===== config.mk =====
export PLATFORM = sky130hd
export DESIGN_NAME = ips_ram
export DESIGN_NICKNAME = d
export VERILOG_FILES = /design/src/hw/rtl/iterative_point_smoother_unit_assert.svh /design/src/hw/rtl/ips_ram.sv
export SDC_FILE = /design/constraint.sdc
export NUM_CORES = 1
export LEC_CHECK = 0
export ABC_AREA = 1
export BUFFER_PORTS_ARGS = -buffer_cell sky130_fd_sc_hd__buf_2
export CORE_ASPECT_RATIO = 0.8
export CORE_MARGIN = 5
export CORE_UTILIZATION = 50
export DETAILED_ROUTE_END_ITERATION = 6
export HOLD_SLACK_MARGIN = 0.06
export PLACE_DENSITY = 0.7
export SLEW_MARGIN = 40
export SYNTH_ARGS = -nofsm -noshare
export SYNTH_HDL_FRONTEND = slang
export SYNTH_SLANG_ARGS = --single-unit

===== constraint.sdc =====
create_clock -name clk_i -period 1.2 [get_ports clk_i]
set_input_delay 0.12 -clock clk_i [delete_from_list [all_inputs] [get_ports clk_i]]
set_output_delay 0.12 -clock clk_i [all_outputs]
set_load 0.005 [all_outputs]

===== src/hw/rtl/iterative_point_smoother_unit_assert.svh =====
// ----------------------------------------------------------------------------
// iterative point smoother assertion macros
// shared concurrent assertion forms, clocked on clk_i, off during reset
// ----------------------------------------------------------------------------
`ifndef ITERATIVE_POINT_SMOOTHER_UNIT_ASSERT_SVH
`define ITERATIVE_POINT_SMOOTHER_UNIT_ASSERT_SVH

// same-cycle implication
`define IPS_ASSERT_IMP(lbl, ante, cons, msg) \
  lbl: assert property (@(posedge clk_i) disable iff (!rst_ni) (ante) |-> (cons)) \
    else $error(msg);

// next-cycle implication
`define IPS_ASSERT_NXT(lbl, ante, cons, msg) \
  lbl: assert property (@(posedge clk_i) disable iff (!rst_ni) (ante) |=> (cons)) \
    else $error(msg);

`endif


===== src/hw/rtl/ips_ram.sv =====
// ----------------------------------------------------------------------------
// ips_ram
// generic simple dual-port ram, one write port, one registered read port
// ----------------------------------------------------------------------------
`timescale 1ns / 1ps

module ips_ram #(
  parameter int Width = 8,
  parameter int Depth = 4
) (
  input  logic                     clk_i,
  input  logic                     wr_en_i,
  input  logic [$clog2(Depth)-1:0] wr_addr_i,
  input  logic [Width-1:0]         wr_data_i,
  input  logic                     rd_en_i,
  input  logic [$clog2(Depth)-1:0] rd_addr_i,
  output logic [Width-1:0]         rd_data_o
);

  logic [Width-1:0] mem_q [Depth];
  logic [Width-1:0] rd_data_q;

  always_ff @(posedge clk_i) begin
    if (wr_en_i) begin
      mem_q[wr_addr_i] <= wr_data_i;
    end
    if (rd_en_i) begin
      rd_data_q <= mem_q[rd_addr_i];
    end
  end

  assign rd_data_o = rd_data_q;

endmodule


* After elaboration in Yosys (flattened, before gate mapping)
Memory sizes are Yosys's and may differ from the RTL's. A register that Yosys moved wholly into a read port is not among the register bits.
Index checks and enable logic that the tools add are counted.
** Cells by class
- Multiplexer cells :: 2
** Operator list (count)
- $mux W1 :: 2
** Word-level totals
- Input bits :: 15
- RAM bits :: 32
- Output and inout bits :: 8
- Flip-flop bits (word level) :: 0
- Word-level logic and storage cells :: 3
- Memories :: 1
** Memory list
- mem_q :: words 4, bits a word 8, rd ports 1, clocked after Yosys merged registers in 1, wr ports 1, RTL line ips_ram.sv:20 : logic [Width-1:0] mem_q [Depth];

* Longest topological paths before layout
- Depth in word-level cells :: 2
- Gate-level depth with buffers :: 6
- Mapped depth without buffers :: 4

* Worst setup path after synthesis
Ideal clock, no wire load.
- Path kind :: input to register
- Start :: in wr_addr_i[0]
- End :: mem mem_q[3][0] (enable)
- Data required time :: 0.817 ns
- Path slack :: 0.017 ns
- Cell stages on the path :: 2
- Buffers on the path :: 0
- Setup time :: 0.383 ns
- Arrival :: 0.800 ns
- Path through :: inv_1 > nor3_1
** RTL lines
- start, declared :: RTL line ips_ram.sv:13 : input logic [$clog2(Depth)-1:0] wr_addr_i,
- end, declared :: RTL line ips_ram.sv:20
Straight into the memory's write port.

* Worst setup path in the final report
- Start :: reg rd_data_q[2], in the netlist rd_data_o[2], read port of mem_q
- End :: out rd_data_o[2]
** RTL lines
- start, declared :: RTL line ips_ram.sv:21 : logic [Width-1:0] rd_data_q;
- end, declared :: RTL line ips_ram.sv:17 : output logic [Width-1:0] rd_data_o
No word-level cell between the ends.

==> flow_summary.json <==
{
  "postRouteAntennaNets": 0,
  "synth.ff_latch_count": 40,
  "synthesis.nets": 156,
  "clock_sinks": 40,
  "synthSimpleGateAreaFrac_pct": 15.4,
  "numCtsBuffers": 5,
  "port_buffers": 22,
  "crit_fanout": 1,
  "synth_top_family_by_area": "simple AND/OR/NAND/NOR gates",
  "rsz0062_at_grt": "no",
  "fillerInstances": 242,
  "crit_buf_inv": 1,
  "grt_first_pass_wirelength_mm": 4.31,
  "fp-row-count": 18,
  "fin_setup_tns_ns": 0,
  "synthTopCellsByArea": "edfxtp_1 74%, nand2_1 9.2%, inv_1 8.3%",
  "internal-power_mw": 2.33,
  "hold_path_class": "in -> reg",
  "finalSetupViolCount": 0,
  "cts_tree": "done",
  "cap_violations": 0,
  "grt_max_degree": 18,
  "status": "complete, no violations",
  "core_mm2": 0.00311,
  "min_period_ns": 0.909,
  "hpwl_mm": 1.86,
  "finalInstanceArea_mm2": 0.00198,
  "gr-total-overflow": 0,
  "grt_use_total_pct": 13.7,
  "met1_usage_pct": 17.8,
  "die_w_um": 73.8,
  "use_met2_pct": 20.6,
  "die-area_mm2": 0.00450,
  "die_y_um": 61.0,
  "maxSlewViolCount": 0,
  "nNetsFinal": 193,
  "start_util_pct": 52.4,
  "cts_buffer_depth": 2,
  "via_count": 1017,
  "synth_adder_area_share_pct": 0,
  "post_synth_mux_area_share_pct": 0,
  "mostFrequentLayoutCells": "40 x nand2_1, 40 x edfxtp_1, 36 x inv_1",
  "routedWlPerCell_um": 12.4,
  "synth_area_mm2": 0.00163,
  "critPathArrivalTime_ns": 0.79,
  "drcViolationCount": 0,
  "place_congestion": 0.795,
  "hold_buffers": 8,
  "cts-resized-gates": 0,
  "max_freq_mhz": 1100,
  "p_switching_uw": 612,
  "clk_latency_ns": 0.29,
  "clkPwrFrac_pct": 37.2,
  "synth_compound_area_share_pct": 0,
  "worst_path_dominant_cell_family": "flip-flops",
  "ir_drop_mv": 0.906,
  "finalWirelength_mm": 2.71,
  "power_density_mw_per_mm2": 1490,
  "critPathMaxStageDelay_ns": 0.36,
  "p_leak_nw": 0.908,
  "yosysSeqAreaShare_pct": 73.8,
  "worstSetupEndpointType": "primary output",
  "cp_slowest_cell": "edfxtp_1",
  "dpl_cell_area_mm2": 0.00178,
  "cts.clk_slew.worst_paths_ns": 0.08,
  "clockRootBuffer": "clkbuf_8",
  "yosys_warnings": 0,
  "area_growth_pct": 21.6,
  "p_sw_share_pct": 20.8,
  "drive_above_1_share_pct": 19.6,
  "drt_pass1_iterations": 4,
  "power_frac_seq_pct": 55.6,
  "htree_levels": 2,
  "multi_input_area_um2": 250,
  "cp.required_ns": 1.08,
  "grt_busiest_layer": "met2",
  "relSlewSlack_pct": 79.6,
  "yosysTopAreaCellShare_pct": 73.8,
  "synth_xor_area_share_pct": 0,
  "io_pins": 23,
  "grt_util_met3_pct": 6.04,
  "ys_types": 9,
  "synthCells": 141,
  "synth_largest_area_cell": "edfxtp_1",
  "path_class": "reg -> out",
  "antenna_cells": 0,
  "start_kind": "flip-flop",
  "postCtsSetupBuffers": 0,
  "viasPerCell": 4.64,
  "period_share_pct": 75.7,
  "regArea_mm2": 0.00120,
  "power_frac_comb_pct": 7.2,
  "synth_area_per_cell_um2": 11.5,
  "drt_iter0_markers": 101,
  "fin_skew_ns": 0.00251,
  "worstMarginPinSlew_ns": 0.306,
  "crit_chain": "buf_2",
  "hold_viol": 0,
  "antenna_found_initial": 0,
  "grt_pass1_vias": 925
}
==> final cells by class <==
| cell class | count | share of cell area (%) |
|---|---|---|
| inverter | 37 | 7.14 |
| tap | 40 | 2.53 |
| clock buffer | 5 | 3.48 |
| multi-input combinational | 60 | 12.6 |
| timing repair buffer | 34 | 11.1 |
| clock inverter | 3 | 2.40 |
| sequential | 40 | 60.7 |
==> state kept, by name (all words and copies together) (netlist names) <==
name,flops
rd_data_o,8
mem_q,32
==> cell usage after synthesis (all sizes together) <==
cell     n
edfxtp  40
nand2   40
inv     37
nand3   16
buf      4
nor3     4
==> metal layers <==
layer | part of all wire [%] | vias up
met2 | 46 | 33
li1 | - | 516
met5 | 0 | -
met3 | 8.0 | 8
met1 | 44 | 460
met4 | 1.8 | 0
==> kinds of logic after synthesis <==
family	count (synthesis)
buffers and inverters	41
flip-flops	40
AND/OR/NAND/NOR	60
==> power by group through the flow <==
stage / Clock, mW / Combinational (mW) / Sequential (mW)
after floorplan: 0 / 0.107 / 1.67
after global placement: 0 / 0.186 / 1.67
after detailed placement: 0 / 0.192 / 1.67
after CTS: 1.11 / 0.215 / 1.64
after global routing: 1.18 / 0.240 / 1.65
final: 1.10 / 0.212 / 1.64
==> worst paths after layout <==
path	to	from	cells past startpoint	slack, ns
hold / removal	rd_data_o[2]	rd_en_i	1	0.17
hold reg to reg	rd_data_o[4]	mem_q[2][4]	4	0.63
setup / recovery	rd_data_o[2]	rd_data_o[2]	1	0.29
setup reg to reg	rd_data_o[3]	mem_q[1][3]	4	0.29
==> stage by stage <==
step	power (mW)	utilization [%]	worst slack [ns]	hold WS, ns	instances
finish	2.95	63.7	0.291	0.168	219
global route	3.06	63.7	0.229	0.164	219
CTS	2.96	63.7	0.275	0.164	219
detailed placement	1.86	57.4	0.229	0.339	203
global placement	1.86	57.4	0.271	0.332	203
floorplan	1.78	-	0.0171	0.219	141
Power figures use the tool's default switching activity.
